<file path="src/rtl/olar_pkg.sv">
// ----------------------------------------------------------------------------
// olar_pkg: shared definitions for the ordered list
// Capacity, index widths, request and status codes, and the result record.
// ----------------------------------------------------------------------------
package olar_pkg;

  // Number of entries the list can hold.
  localparam int CAPACITY = 16;

  // Width of an entry address and of the entry count.
  localparam int IDX_W = (CAPACITY > 1) ? $clog2(CAPACITY) : 1;
  localparam int CNT_W = $clog2(CAPACITY + 1);

  localparam int VAL_W = 32;
  localparam int POS_W = 4;
  localparam int OUT_CNT_W = 5;

  // Request opcodes.
  localparam logic [1:0] OP_APPEND = 2'd0;
  localparam logic [1:0] OP_REMOVE = 2'd1;
  localparam logic [1:0] OP_GET    = 2'd2;

  // Result status codes.
  localparam logic [1:0] ST_DONE = 2'd0;
  localparam logic [1:0] ST_NONE = 2'd1;
  localparam logic [1:0] ST_FULL = 2'd2;

  typedef struct packed {
    logic [1:0]              status;
    logic signed [VAL_W-1:0] read_value;
    logic [OUT_CNT_W-1:0]    entry_count;
  } res_t;

  // The count field carries the low bits of the entry count.
  function automatic logic [OUT_CNT_W-1:0] count_field(input logic [CNT_W-1:0] c);
    logic [CNT_W+OUT_CNT_W-1:0] w;
    w = (CNT_W + OUT_CNT_W)'(c);
    return w[OUT_CNT_W-1:0];
  endfunction

endpackage

</file>
<file path="src/rtl/ordered_list_append_remove.sv">
// ----------------------------------------------------------------------------
// ordered_list_append_remove: fixed-capacity list in insertion order
// Append at the tail, remove the first matching entry, get by position.
// ----------------------------------------------------------------------------
//
//   channel   handshake            payload
//   -------   ------------------   -------------------------------------
//   request   in_valid / in_stall  opcode, value, position
//   result    out_valid/out_stall  status, read_value, entry_count
//
// Steps: append, an unused opcode and a get past the tail go straight to the
// result state; a get first waits in ST_GETW on the memory read. A remove of a
// non-empty list steps through ST_SCAN once per entry scanned and ST_SHIFT once
// per entry moved down, as the entry memory has one read and one write port.
// One request is worked on at a time.
// Reset clears the entry count and the control state; the entry memory is
// not cleared, as only entries below the count are ever read.
// A result waits in its own register while out_stall is high, and the next
// request is still taken and worked until it has a result of its own.
// ----------------------------------------------------------------------------
module ordered_list_append_remove (
  input  logic                              clk,
  input  logic                              rst,
  input  logic                              in_valid,
  output logic                              in_stall,
  input  logic [1:0]                        opcode,
  input  logic signed [olar_pkg::VAL_W-1:0] value,
  input  logic [olar_pkg::POS_W-1:0]        position,
  output logic                              out_valid,
  input  logic                              out_stall,
  output logic [1:0]                        status,
  output logic signed [olar_pkg::VAL_W-1:0] read_value,
  output logic [olar_pkg::OUT_CNT_W-1:0]    entry_count
);
  import olar_pkg::*;

  // Handoff from the sequencer to the result register.
  logic push;
  logic push_ok;
  res_t res;

  // The sequencer owns the entry memory and the count; it raises push once
  // per request when its result is ready and the result register can take it.
  olar_engine u_engine (
    .clk      (clk),
    .rst      (rst),
    .in_valid (in_valid),
    .in_stall (in_stall),
    .opcode   (opcode),
    .value    (value),
    .position (position),
    .push_ok  (push_ok),
    .push     (push),
    .res      (res)
  );

  // The result register decouples the consumer's stall from the sequencer.
  olar_resq u_resq (
    .clk         (clk),
    .rst         (rst),
    .push        (push),
    .push_ok     (push_ok),
    .res         (res),
    .out_valid   (out_valid),
    .out_stall   (out_stall),
    .status      (status),
    .read_value  (read_value),
    .entry_count (entry_count)
  );

endmodule

</file>
<file path="src/rtl/olar_engine.sv">
// ----------------------------------------------------------------------------
// olar_engine: entry memory and request sequencer
// Holds the entries in a synchronous memory and runs append, the
// search-and-close-up of remove, and get through read-modify-write steps.
// ----------------------------------------------------------------------------
module olar_engine (
  input  logic                          clk,
  input  logic                          rst,
  input  logic                          in_valid,
  output logic                          in_stall,
  input  logic [1:0]                    opcode,
  input  logic signed [olar_pkg::VAL_W-1:0] value,
  input  logic [olar_pkg::POS_W-1:0]    position,
  input  logic                          push_ok,
  output logic                          push,
  output olar_pkg::res_t                res
);
  import olar_pkg::*;

  typedef enum logic [4:0] {
    ST_IDLE  = 5'b00001,
    ST_SCAN  = 5'b00010,
    ST_SHIFT = 5'b00100,
    ST_GETW  = 5'b01000,
    ST_RES   = 5'b10000
  } state_t;

  state_t state, state_next;
  logic [CNT_W-1:0] count, count_next;
  logic [IDX_W-1:0] idx, idx_next;
  logic signed [VAL_W-1:0] match_val;
  res_t res_next;

  logic [VAL_W-1:0] mem [CAPACITY];
  logic [VAL_W-1:0] rd_data;
  logic [IDX_W-1:0] rd_addr, wr_addr;
  logic [VAL_W-1:0] wr_data;
  logic             we;

  logic [CNT_W-1:0]       idx_ext, idx_p1, idx_p2;
  logic [CNT_W+POS_W-1:0] pos_ext, cnt_ext;

  assign idx_ext = CNT_W'(idx);
  assign idx_p1  = idx_ext + CNT_W'(1);
  assign idx_p2  = idx_ext + CNT_W'(2);
  assign pos_ext = (CNT_W + POS_W)'(position);
  assign cnt_ext = (CNT_W + POS_W)'(count);

  assign in_stall = (state != ST_IDLE);
  assign push     = (state == ST_RES) && push_ok;

  always_ff @(posedge clk) begin
    if (we) begin
      mem[wr_addr] <= wr_data;
    end
    rd_data <= mem[rd_addr];
  end

  always_comb begin
    state_next = state;
    count_next = count;
    idx_next   = idx;
    res_next   = res;
    rd_addr    = idx;
    we         = 1'b0;
    wr_addr    = idx;
    wr_data    = rd_data;
    case (state)
      ST_IDLE: begin
        if (in_valid) begin
          res_next.read_value  = '0;
          res_next.status      = ST_NONE;
          res_next.entry_count = count_field(count);
          state_next           = ST_RES;
          case (opcode)
            OP_APPEND: begin
              if (count < CNT_W'(CAPACITY)) begin
                we                   = 1'b1;
                wr_addr              = IDX_W'(count);
                wr_data              = value;
                count_next           = count + CNT_W'(1);
                res_next.status      = ST_DONE;
                res_next.entry_count = count_field(count + CNT_W'(1));
              end else begin
                res_next.status = ST_FULL;
              end
            end
            OP_REMOVE: begin
              if (count != '0) begin
                rd_addr    = '0;
                idx_next   = '0;
                state_next = ST_SCAN;
              end
            end
            OP_GET: begin
              if (pos_ext < cnt_ext) begin
                rd_addr    = pos_ext[IDX_W-1:0];
                state_next = ST_GETW;
              end
            end
            default: begin
              res_next.status = ST_NONE;
            end
          endcase
        end
      end
      ST_SCAN: begin
        if (rd_data == match_val) begin
          if (idx_p1 < count) begin
            rd_addr    = IDX_W'(idx_p1);
            state_next = ST_SHIFT;
          end else begin
            count_next           = count - CNT_W'(1);
            res_next.status      = ST_DONE;
            res_next.entry_count = count_field(count - CNT_W'(1));
            state_next           = ST_RES;
          end
        end else if (idx_p1 < count) begin
          rd_addr  = IDX_W'(idx_p1);
          idx_next = IDX_W'(idx_p1);
        end else begin
          state_next = ST_RES;
        end
      end
      ST_SHIFT: begin
        // Entry idx+1 is on the read port; move it down one place.
        we      = 1'b1;
        wr_addr = idx;
        wr_data = rd_data;
        if (idx_p2 < count) begin
          rd_addr  = IDX_W'(idx_p2);
          idx_next = IDX_W'(idx_p1);
        end else begin
          count_next           = count - CNT_W'(1);
          res_next.status      = ST_DONE;
          res_next.entry_count = count_field(count - CNT_W'(1));
          state_next           = ST_RES;
        end
      end
      ST_GETW: begin
        res_next.status     = ST_DONE;
        res_next.read_value = rd_data;
        state_next          = ST_RES;
      end
      ST_RES: begin
        if (push_ok) begin
          state_next = ST_IDLE;
        end
      end
      default: begin
        state_next = ST_IDLE;
      end
    endcase
  end

  always_ff @(posedge clk) begin
    if (rst) begin
      state <= ST_IDLE;
      count <= '0;
    end else begin
      state <= state_next;
      count <= count_next;
    end
    idx <= idx_next;
    res <= res_next;
    if (state == ST_IDLE && in_valid) begin
      match_val <= value;
    end
  end

  a_count_bound: assert property (@(posedge clk) disable iff (rst)
    count <= CNT_W'(CAPACITY))
    else $error("entry count above capacity");

  a_write_phase: assert property (@(posedge clk) disable iff (rst)
    we |-> (state == ST_IDLE && opcode == OP_APPEND) || state == ST_SHIFT)
    else $error("memory write outside append or close-up");

  a_count_step: assert property (@(posedge clk) disable iff (rst)
    !$past(rst) && count != $past(count) |->
      count == $past(count) + CNT_W'(1) || count + CNT_W'(1) == $past(count))
    else $error("entry count moved by more than one");

  a_dec_remove: assert property (@(posedge clk) disable iff (rst)
    !$past(rst) && count < $past(count) |->
      $past(state == ST_SCAN) || $past(state == ST_SHIFT))
    else $error("entry count dropped outside a remove");

endmodule

</file>
<file path="src/rtl/olar_resq.sv">
// ----------------------------------------------------------------------------
// olar_resq: result holding register
// Keeps one finished result for the consumer so the sequencer can move on.
// ----------------------------------------------------------------------------
module olar_resq (
  input  logic                              clk,
  input  logic                              rst,
  input  logic                              push,
  output logic                              push_ok,
  input  olar_pkg::res_t                    res,
  output logic                              out_valid,
  input  logic                              out_stall,
  output logic [1:0]                        status,
  output logic signed [olar_pkg::VAL_W-1:0] read_value,
  output logic [olar_pkg::OUT_CNT_W-1:0]    entry_count
);
  import olar_pkg::*;

  logic full;
  res_t held;
  logic take;

  assign take      = full && !out_stall;
  assign push_ok   = !full || take;
  assign out_valid = full;

  assign status      = held.status;
  assign read_value  = held.read_value;
  assign entry_count = held.entry_count;

  always_ff @(posedge clk) begin
    if (rst) begin
      full <= 1'b0;
    end else if (push) begin
      full <= 1'b1;
    end else if (take) begin
      full <= 1'b0;
    end
    if (push) begin
      held <= res;
    end
  end

  a_no_overwrite: assert property (@(posedge clk) disable iff (rst)
    push |-> !full || !out_stall)
    else $error("result overwritten while still held");

  a_fill: assert property (@(posedge clk) disable iff (rst)
    push |=> full)
    else $error("pushed result not held");

  a_drain: assert property (@(posedge clk) disable iff (rst)
    take && !push |=> !full)
    else $error("taken result still held");

endmodule

</file>
<file path="config.mk">
export PLATFORM = sky130hd
export DESIGN_NAME = ordered_list_append_remove
export DESIGN_NICKNAME = d
export VERILOG_FILES = /design/src/rtl/olar_pkg.sv /design/src/rtl/ordered_list_append_remove.sv /design/src/rtl/olar_engine.sv /design/src/rtl/olar_resq.sv
export SDC_FILE = /design/constraint.sdc
export NUM_CORES = 1
export LEC_CHECK = 0
export ABC_AREA = 1
export BUFFER_PORTS_ARGS = -buffer_cell sky130_fd_sc_hd__buf_2
export CELL_PAD_IN_SITES_DETAIL_PLACEMENT = 1
export CELL_PAD_IN_SITES_GLOBAL_PLACEMENT = 1
export CORE_MARGIN = 8
export CORE_UTILIZATION = 51
export DETAILED_ROUTE_END_ITERATION = 10
export MAX_ROUTING_LAYER = met4
export PLACE_DENSITY_LB_ADDON = 0.08
export SLEW_MARGIN = 5
export SYNTH_ARGS = -nofsm -noshare
export SYNTH_HDL_FRONTEND = slang
export SYNTH_SLANG_ARGS = --single-unit
</file>
<file path="constraint.sdc">
create_clock -name clk -period 5.6 [get_ports clk]
set_input_delay 0.28 -clock clk [delete_from_list [all_inputs] [get_ports clk]]
set_output_delay 0.28 -clock clk [all_outputs]
set_load 0.05 [all_outputs]
</file>
======== After elaboration in Yosys (flattened, before gate mapping) ========
Memories as Yosys holds them, arrays and structs flattened. A register that Yosys moved wholly into a read port is not among the register bits.
Index checks and enable logic that the tools add are counted.
Widths: inputs -> output; s select.
storage, ports and cells
  register bits after elaboration ......... 125
  bits in writable memories ............... 512
  bits of input ports ..................... 42
  output and inout port bits .............. 41
  logic and storage cells ................. 109
  memories kept ........................... 1
memory list
  name          words  bits a word  read ports  clocked after Yosys merged registers in  write ports  line               text
  u_engine.mem  16     32           1           1                                        1            olar_engine.sv:34  logic [VAL_W-1:0] mem [CAPACITY];
cells by class
  $add $sub $neg .......................... 4
  order comparisons ....................... 4
  eq/ne operators ......................... 18
  muxes and demuxes ....................... 54
  reduce and logical (&&, ||, !) cells .... 17
operators with widths
  operator             number
  $mux 32              4
  $mux 5               14
  $pmux 32 s2          1
  $mux 4               13
  $mux 39              1
  $eq 32x32->1         1
  $pmux 5 s3           2
  $pmux 5 s5           1
  $pmux 4 s3           2
  $reduce_and 5->1     3
  $lt 5x5->1           2
  $mux 2               5
  $ne 2x2->1 const B   5
  $pmux 5 s2           1
  $pmux 2 s4           1
  $pmux 4 s2           1
  $mux 1               7
  $ne 2x1->1 const B   3
  $add 4x1->5 const B  1
  $add 4x2->5 const B  1
  $add 5x1->5 const B  1
  $eq 5x1->1 const B   1
  $eq 5x2->1 const B   1
  $eq 5x3->1 const B   1
  20 further kinds     24

======== Longest topological paths before layout ========
Gate-level depths: netlist of run 1.
  depth in word-level cells ............... 7
  gate-level depth with buffers ........... 23
  mapped depth without buffers ............ 21

======== Modules after synthesis ========
From an unflattened synthesis of run 1, not the netlist that was laid out.
second synthesis, totals
  cells, all modules ...................... 2375
  area, all modules ....................... 28000.6 um^2
modules (own cells, without submodules)
  module       times used  cells an instance  area each (um^2)  seq. area each (um^2)
  olar_engine  1           2332               26790.7           18467.7
  olar_resq    1           43                 1209.9            1191.1

======== Worst setup path before layout of run 1 ========
OpenSTA, ideal clock, no wires.
  kind .................................... flip-flop to flip-flop
  from .................................... reg u_engine.state[2]
  to ...................................... mem u_engine.mem[0][0], enable pin
  library setup time ...................... 421 ps
  arrival ................................. 4742 ps
  data required time ...................... 5179 ps
  path slack .............................. 437 ps
  cell stages (with the launch flop) ...... 8
  buffers on the path ..................... 0
  period minus slack after synthesis ...... 5163 ps
  path through ............................ dfxtp_1 -> nor2_4 -> nand4_4 -> nor2_1 -> nand2_1 -> o21ai_0 -> nand3_1 -> nor2_1
between the ends
  longest elaborated chain between the ends .. 4
  elaborated cells on any way between the ends .. 6
  those cells by class .................... 2 x eq/ne; 4 x mux
ends and longest elaborated chain
  element                                          line                text
  from (decl)                                      olar_engine.sv:28   state_t state, state_next;
  from (signal assigned)                           olar_engine.sv:161  state <= state_next;
  $eq 5x3->1 / $eq 5x1->1 (equally long branches)  olar_engine.sv:68   case (state)
  $pmux 1 s2                                       olar_engine.sv:68
  $mux 1                                           olar_engine.sv:53   if (we) begin
  $mux 1 (implied by the code)                     olar_engine.sv:54   mem[wr_addr] <= wr_data;
  to (decl)                                        olar_engine.sv:34
Parallel ways exist; a longest one is shown, timed or not.

======== Worst setup path in the final report of run 1 ========
  from .................................... reg u_engine.idx[1]
  to ...................................... reg u_engine.rd_data[17], read port of u_engine.mem
between the ends
  longest elaborated chain between the ends .. 4
  elaborated cells on any way between the ends .. 11
  those cells by class .................... 2 x add/sub; 2 x order compare; 7 x mux
ends and longest elaborated chain
  element                                    line                text
  from (decl)                                olar_engine.sv:30   logic [IDX_W-1:0] idx, idx_next;
  from (signal assigned)                     olar_engine.sv:164  idx <= idx_next;
  $add 4x2->5, or another cell as far along  olar_engine.sv:45   assign idx_p2 = idx_ext + CNT_W'(2);
  $lt 5x5->1, or another cell as far along   olar_engine.sv:130  if (idx_p2 < count) begin
  $mux 4, on equally long branches           -
  $pmux 4 s3 *                               olar_engine.sv:68
  to (decl)                                  olar_engine.sv:35   logic [VAL_W-1:0] rd_data;
Mark *: on every way between the ends. The rest lies on a longest branch, timed or not.
A chain may end at the register's enable or synchronous reset.

==> reports/metrics.yaml, run 1 <==
area_delta_synth_final_pct: 13.49
critPathCaptureType: "register"
placed_area_um2: 28870
startpoint_type: "register"
peakVddDrop_mv: 0.5392
cp_slowest_cell: "nand4_4"
final_hold_viol_count: 0
r2r_slack_ps: 1150
synth_edf_count: 626
tns_ps: 0
cts.sinks: 669
ys_ff_latch: 669
grtUsageMet2_pct: 42.97
grt_max_degree: 145
core_um2: 53810
seq_area_frac_synth_pct: 70.93
vias: 19420
die_w_um: 249.1
reg2reg_from: "u_engine.idx[1]"
grt.total_usage_pct: 27.17
start_util_pct: 51.50
switching_power_mw: 9.008
fin_crit_sh_pct: 79.42
synthesis.area_um2: 27720
yosysWarnings: 0
grt_busiest_layer: "met2"
wl_per_cell_um: 25.75
rows: 85
critPathMaxFanout: 39
dr.pass1.iters: 5
switching_share_pct: 43.10
clockBufferDepth: 3
ios: 83
nets: 2535
slew_violations: 0
met1_usage_pct: 35.47
globalplace.congestion: 0.8616
period_needed_ps: 4448
required_ps: 6090
skew_ps: 25.30
fmaxAchievable_mhz: 224.8
clock_power_share_pct: 21.6
p_comb_share_pct: 44.1
grt_pass1_wl_mm: 125.4
synth_area_leader_cell: "edfxtp_1"
arrival_ps: 4940
grt_pass1_vias: 20310
cts.repair.resized: 0
syn-num-nets: 2433
cp.buffers_inverters: 3
drive_gt1_share_pct: 11.46
io_buffers: 82
grt_remaining_overflow: 0
drt_iter0_drc: 1679
cts_tree: "yes"
die-area_um2: 62060
synthArstFlopShare_pct: 0
min_from: "out_stall"
totalWireLength_mm: 83.12
reg2reg_depth: 17
critPathMaxStageDelay_ps: 850
drc: 0
rr_endpoint: "u_engine.rd_data[17]"
antenna_left: 0
timing_worst_setup_path_type: "register to register"
dp_hpwl_mm: 46.51
multi_input_area_um2: 7139
antenna_found_initial: 1
detail_route.vias_per_cell: 6.016
tightest_slew_ps: 1417
syn_inst: 2372
ys.flop_type: "edfxtp_1"
holdPathEnd: "u_engine.state[4]"
crit_family: "simple AND/OR/NAND/NOR gates"
cts_htree_levels: 3
yosysTopAreaCellShare_pct: 67.83
leakagePower_nw: 11.72
rsz0062_at_grt: "no"
die_h_um: 249.1
ys_types: 43
clk_pin_slew_ps: 60
relSlewSlack_pct: 5.562
min_path_cells: 5
crit_top_cell: "nand2_1"
avgSynthCellArea_um2: 11.68
p_int_mw: 11.89
final.fill_count: 5482
numCtsBuffers: 71
synth.area.top_cells: "edfxtp_1, nand3_1, nand2_1, dfxtp_1, buf_2"
fin_area_um2: 31460
crit_chain: "ha_1 > nor2_1 > a21oi_1 > o21ai_0 > inv_1 > ha_1 > nand2_1 > inv_1 > nand2_1 > nand3_1 > o21ai_1 > nand4_4 > buf_4 > nand3_1 > nand2_1 > nand2_1 > nand2_1"
finalSetupViolations: 0
cts_root_buffer: "clkbuf_16"
clock_latency_ps: 600
hold_path_class: "primary input to register"
grtUsageMet3_pct: 4.141
register_area_um2: 19660
p_per_area_nw_per_um2: 664.4
seq_power_share_pct: 34.3
max-cap-violations: 0
status: "complete, no violations"
sequential cells by signal, summed over array words and instances (netlist names):
name	flops
u_resq.entry_count	5
u_engine.idx	4
u_engine.rd_data	32
u_engine.match_val	32
u_engine.mem	512
u_resq.status	2
u_resq.out_valid	1
u_engine.state	5
u_engine.res	39
u_resq.read_value	32
u_engine.count	5
tightest hold or removal path: cells and delay by family:
kind | cells | cell delay [ps]
AND/OR/NAND/NOR | 2 | 200
buffers and inverters | 2 | 170
AO/OA/AOI/OAI | 1 | 80
per-layer routing:
metal | vias to the layer above | part of all wire, %
met1 | 9906 | 43
met4 | 0 | 3.5
met5 | - | 0
li1 | 8619 | -
met3 | 177 | 6.5
met2 | 718 | 47
how the worst max path moves through the flow:
stage	from	to	slack [ps]	depth (start not counted)
CTS	u_engine.idx[0]	u_engine.rd_data[17]	1220	14
finish	u_engine.idx[1]	u_engine.rd_data[17]	1150	17
detailed placement	u_engine.idx[0]	u_engine.rd_data[21]	1250	14
floorplan	u_engine.state[2]	u_engine.mem[0][0]	440	7
global placement	u_engine.idx[1]	u_engine.rd_data[31]	1390	17
global route	u_engine.idx[1]	u_engine.rd_data[17]	830	17
cells in the final DEF (no fill, tap or decap), types with 11 or more instances in the layout:
cell,Yosys,final
clkinv_2,0,13
nand2_1,523,522
clkbuf_16,0,73
dlygate4sd3_1,0,34
xnor2_1,20,20
nand4_1,11,11
clkbuf_1,15,21
buf_4,2,51
nand3_1,665,665
ha_1,19,19
a21oi_1,47,38
nor2_4,2,21
dfxtp_1,43,43
clkinv_1,2,13
edfxtp_1,626,626
buf_2,107,82
nor2_1,120,101
o21ai_0,16,16
inv_1,89,89
logic make-up (layout without fill, tap and decap cells):
kind of cell	after synthesis	after routing	share of synthesized area (%)
simple gates	1345	1345	21.75
flops	669	669	70.93
buf+inv	237	396	4.104
compound gates	78	78	1.598
xor+xnor	24	24	0.7584
fa+ha+maj	19	19	0.8578
other cells	0	1	0
power groups by stage:
stage          sequential, mW  clock, mW  combinational (mW)
2_1_floorplan            7.18          0                6.26
3_5_place_dp             7.26          0                9.05
5_1_grt                  7.20       4.79                10.1
4_1_cts                  7.16       4.58                9.17
6_report                 7.17       4.52                9.22
3_3_place_gp             7.21          0                8.72
layout make-up:
| class | instances | share of cell area (%) |
|---|---|---|
| clock inverter | 32 | 0.8035 |
| inverter | 95 | 1.134 |
| timing repair buffer | 171 | 3.858 |
| tap | 696 | 2.768 |
| sequential | 669 | 62.50 |
| antenna | 1 | 0.007955 |
| clock buffer | 98 | 6.233 |
| multi-input combinational | 1466 | 22.70 |
per-stage QoR:
stage / util (%) / power [mW] / instances / setup WS [ps] / hold WS [ps]
after detailed placement: 53.65 / 16.31 / 3063 / 1245 / 405.2
after floorplan: - / 13.44 / 2372 / 436.8 / 349.1
final: 58.45 / 20.90 / 3228 / 1152 / 189.2
after CTS: 58.39 / 20.91 / 3227 / 1220 / 169.8
after global routing: 58.45 / 22.10 / 3228 / 827.6 / 233.2
after global placement: 53.65 / 15.93 / 3063 / 1390 / 400.7
Yosys cell counts (2+ instances only):
cell type,count
a21oi_1,47
buf_1,3
buf_2,107
buf_4,2
buf_6,14
clkbuf_1,15
clkinv_1,2
dfxtp_1,43
edfxtp_1,626
ha_1,19
inv_1,89
inv_2,4
nand2_1,523
nand2_2,2
nand2_4,2
nand3_1,665
nand3_2,2
nand4_1,11
nand4_2,2
nor2_1,120
nor2_4,2
nor3_1,4
o211ai_1,2
o21ai_0,16
o221ai_1,2
o31ai_1,3
or2_2,7
xnor2_1,20
xor2_1,4
timing repair:
action	4_1_cts	5_1_grt
setup buffers	0	0
hold buffers	34	0
setup endpoints to repair	0	0
hold endpoints to repair	35	0
Note: power is estimated with default switching activity, not from simulation.
==> inputs of run 2 (changes only) <==
- ABC_AREA: 1 -> 0
- CORE_UTILIZATION: 51 -> 53
- clock period: 5.6 -> 4.2 ns (I/O delays scaled with it)
==> run 2 against run 1 <==
Against the previous run: worst hold slack got worse by 78 ps; clock power grew 36%; clock-buffer cell count shrank 1; utilization increased by 4.1 points; register-to-register slack got worse by 990 ps; sequential power grew 20%; power is 15% lower; critical path depth down 3; non-clock buffer count increased by 7; via count shrank 26%; critical path type unchanged; critical endpoint is now u_engine.rd_data[27].
==> reports/metrics.yaml, run 2 <==
critical_path_depth: 14  # was 17
drive_gt1_share_pct: 18.21  # was 11.46%
synth_common_cells: "edfxtp_1, mux2i_1, o22ai_1"  # was nand3_1, edfxtp_1, nand2_1
syn_inst: 1496  # was 2372
start_util_pct: 53.39  # was 51.50%
reg2reg_depth: 14  # was 17
die-area_um2: 56450  # was 62060 µm²
numCtsBuffers: 69  # was 71
antenna_found_initial: 2  # was 1
register_area_um2: 19660  # unchanged
max-cap-violations: 0  # unchanged
io_buffers: 82  # unchanged
crit_chain: "ha_1 > nand2_1 > xnor2_1 > ha_1 > o211a_1 > a21oi_1 > nor2_1 > nand2_1 > and4_1 > o21ai_4 > buf_12 > mux2i_1 > o22ai_1 > or4_1"  # was ha_1 > nor2_1 > a21oi_1 > o21ai_0 > inv_1 > ha_1 > nand2_1 > inv_1 > nand2_1 > nand3_1 > o21ai_1 > nand4_4 > buf_4 > nand3_1 > nand2_1 > nand2_1 > nand2_1
top_regs: "u_engine.mem: 512 flops, u_engine.res: 39 flops"  # unchanged
area_delta_synth_final_pct: 17.23  # was 13.49%
skew_ps: 23.31  # was 25.30 ps
peakVddDrop_mv: 0.4768  # was 0.5392 mV
grt_max_degree: 45  # was 145
cts_setup_buffers: 0  # unchanged
fin_area_um2: 30510  # was 31460 µm²
seq_area_frac_synth_pct: 75.54  # was 70.93%
nets: 1736  # was 2535
multi_input_area_um2: 6118  # was 7139 µm²
leakagePower_nw: 10.81  # was 11.72 nW
relSlewSlack_pct: 21.35  # was 5.562%
grt_pass1_vias: 15220  # was 20.31k
critPathCaptureType: "register"  # unchanged
clock_latency_ps: 610  # was 600 ps
dp_hpwl_mm: 41.19  # was 46.51 mm
ios: 83  # unchanged
required_ps: 4670  # was 6090 ps
cts_tree: "yes"  # unchanged
fmaxAchievable_mhz: 248.0  # was 224.8 MHz
startpoint_type: "register"  # unchanged
layout_common_cells: "edfxtp_1, mux2i_1, o22ai_1"  # was nand3_1, edfxtp_1, nand2_1
largest_register_ffs: 512  # unchanged
crit_family: "simple AND/OR/NAND/NOR gates"  # unchanged
ys.flop_type: "edfxtp_1"  # unchanged
antenna_left: 0  # unchanged
status: "complete, no violations"  # unchanged
cts.sinks: 669  # unchanged
yosysTopAreaCellShare_pct: 72.23  # was 67.83%
synthArstFlopShare_pct: 0  # unchanged
wl_per_cell_um: 29.43  # was 25.75 µm
cp.buffers_inverters: 1  # was 3
placed_area_um2: 27860  # was 28870 µm²
synth_edf_count: 626  # unchanged
vias: 14390  # was 19.42k
yosysWarnings: 0  # unchanged
dr.pass1.iters: 5  # unchanged
top_register: "u_engine.mem"  # unchanged
critPathMaxFanout: 44  # was 39
hold_path_class: "primary input to register"  # unchanged
final_hold_viol_count: 0  # unchanged
die_h_um: 237.6  # was 249.1 µm
min_path_cells: 3  # was 5
tightest_slew_ps: 1167  # was 1417 ps
globalplace.congestion: 0.8184  # was 0.8616
cts_root_buffer: "clkbuf_16"  # unchanged
rsz0062_at_grt: "yes"  # was no
synthesis.area_um2: 26020  # was 27720 µm²
critPathMaxStageDelay_ps: 490  # was 850 ps
mostFrequentLayoutCell: "edfxtp_1"  # was nand3_1
synth.area.top_cells: "edfxtp_1, mux2i_1, dfxtp_1, o22ai_1, mux2_2"  # was edfxtp_1, nand3_1, nand2_1, dfxtp_1, buf_2
fin_crit_sh_pct: 96.02  # was 79.42%
grt.total_usage_pct: 25.69  # was 27.17%
clockBufferDepth: 3  # unchanged
syn-num-nets: 1557  # was 2433
die_w_um: 237.6  # was 249.1 µm
totalWireLength_mm: 70.50  # was 83.12 mm
min_from: "in_valid"  # was out_stall
drc: 0  # unchanged
cp_slowest_cell: "or4_1"  # was nand4_4
slew_violations: 0  # unchanged
grt_pass1_wl_mm: 102.1  # was 125.4 mm
synth_area_leader_cell: "edfxtp_1"  # unchanged
clk_pin_slew_ps: 60  # about the same
hold_ws_ps: 111.1  # was 189.2 ps
ys_ff_latch: 669  # unchanged
finalSetupViolations: 0  # unchanged
yosysMostFrequentCell: "edfxtp_1"  # was nand3_1
detail_route.vias_per_cell: 6.007  # was 6.016
cts_htree_levels: 3  # unchanged
rr_endpoint: "u_engine.rd_data[27]"  # was u_engine.rd_data[17]
r2r_slack_ps: 170  # was 1150 ps
p_per_area_nw_per_um2: 581.7  # was 664.4 nW/µm²
avgSynthCellArea_um2: 17.40  # was 11.68 µm²
timing_worst_setup_path_type: "register to register"  # unchanged
rows: 81  # was 85
grt_remaining_overflow: 0  # unchanged
period_needed_ps: 4033  # was 4448 ps
ys_types: 60  # was 43
arrival_ps: 4500  # was 4940 ps
reg2reg_from: "u_engine.idx[1]"  # unchanged
final.fill_count: 4197  # was 5482
holdPathEnd: "u_engine.state[2]"  # was u_engine.state[4]
core_um2: 48750  # was 53810 µm²
tns_ps: 0  # unchanged
drt_iter0_drc: 1329  # was 1679
-- run 2: how the worst max path moves through the flow --
stage | start | slack, ps | endpoint
final | u_engine.idx[1] | 170 | u_engine.rd_data[27]
after CTS | u_engine.idx[1] | 100 | u_engine.rd_data[26]
after global placement | u_engine.idx[1] | 260 | u_engine.rd_data[20]
after floorplan | u_engine.state[1] | -390 | u_engine.mem[0][0]
after detailed placement | u_engine.idx[1] | 140 | u_engine.rd_data[23]
after global routing | u_engine.idx[1] | -30 | u_engine.rd_data[27]
-- run 2: cells by family (layout without fill, tap and decap cells) --
logic type / count (synthesis) / after routing / share of synthesized area, %
and+or+nand+nor: 195 / 195 / 4.154
DFF: 669 / 669 / 75.54
xor gates and xnor gates: 41 / 41 / 1.380
AOI/OAI and AO/OA: 196 / 196 / 4.890
other: 0 / 2 / 0
buffers and inverters: 85 / 319 / 1.779
adders and majority gates: 19 / 19 / 0.9135
muxes: 291 / 291 / 11.35
-- run 2: area by class of cell --
class / count / area share, %
clock inverters: 29 / 1.144
clock buffers: 97 / 6.307
flip-flops and latches: 669 / 64.44
multi-input cells: 742 / 20.05
repair buffers: 178 / 5.134
diodes: 2 / 0.01640
inverters: 15 / 0.1845
well taps: 664 / 2.723
-- run 2: what timing repair did --
| action | 4_1_cts | 5_1_grt |
|---|---|---|
| endpoints found under the setup margin | 0 | 26 |
| endpoints found under the hold margin | 43 | 0 |
| resized for setup | 0 | 6 |
| hold buffers | 34 | 0 |
-- run 2: worst min-delay path: stages --
cell     delay, ps
buf_2          140
o22ai_1        220
nor3_1          80
-- run 2: routing by layer --
layer	share of wire (%)	up-vias	track usage (%)
met4	2.9	0	7.845
met3	5.7	122	4.725
met2	49	488	42.27
met1	42	7466	32.43
li1	-	6317	-
met5	0	-	-
-- run 2: where the power goes --
group | leakage, nW | switching (mW) | internal (mW) | total, mW
registers | 6.06 | 0.279 | 8.34 | 8.62
logic | 3.64 | 2.03 | 0.951 | 2.98
clock network | 1.10 | 2.50 | 3.64 | 6.15
total | 10.8 | 4.81 | 12.9 | 17.7
-- run 2: stage by stage --
stage               setup WS, ps  utilization, %  instances  power, mW
global placement           257.6           57.16       2234      11.55
finish                     167.1           62.59       2396      17.75
global route              -26.74           62.58       2395      18.29
detailed placement         136.7           57.16       2234      11.67
CTS                        99.38           62.52       2394      17.83
floorplan                 -386.7               -       1496      10.45
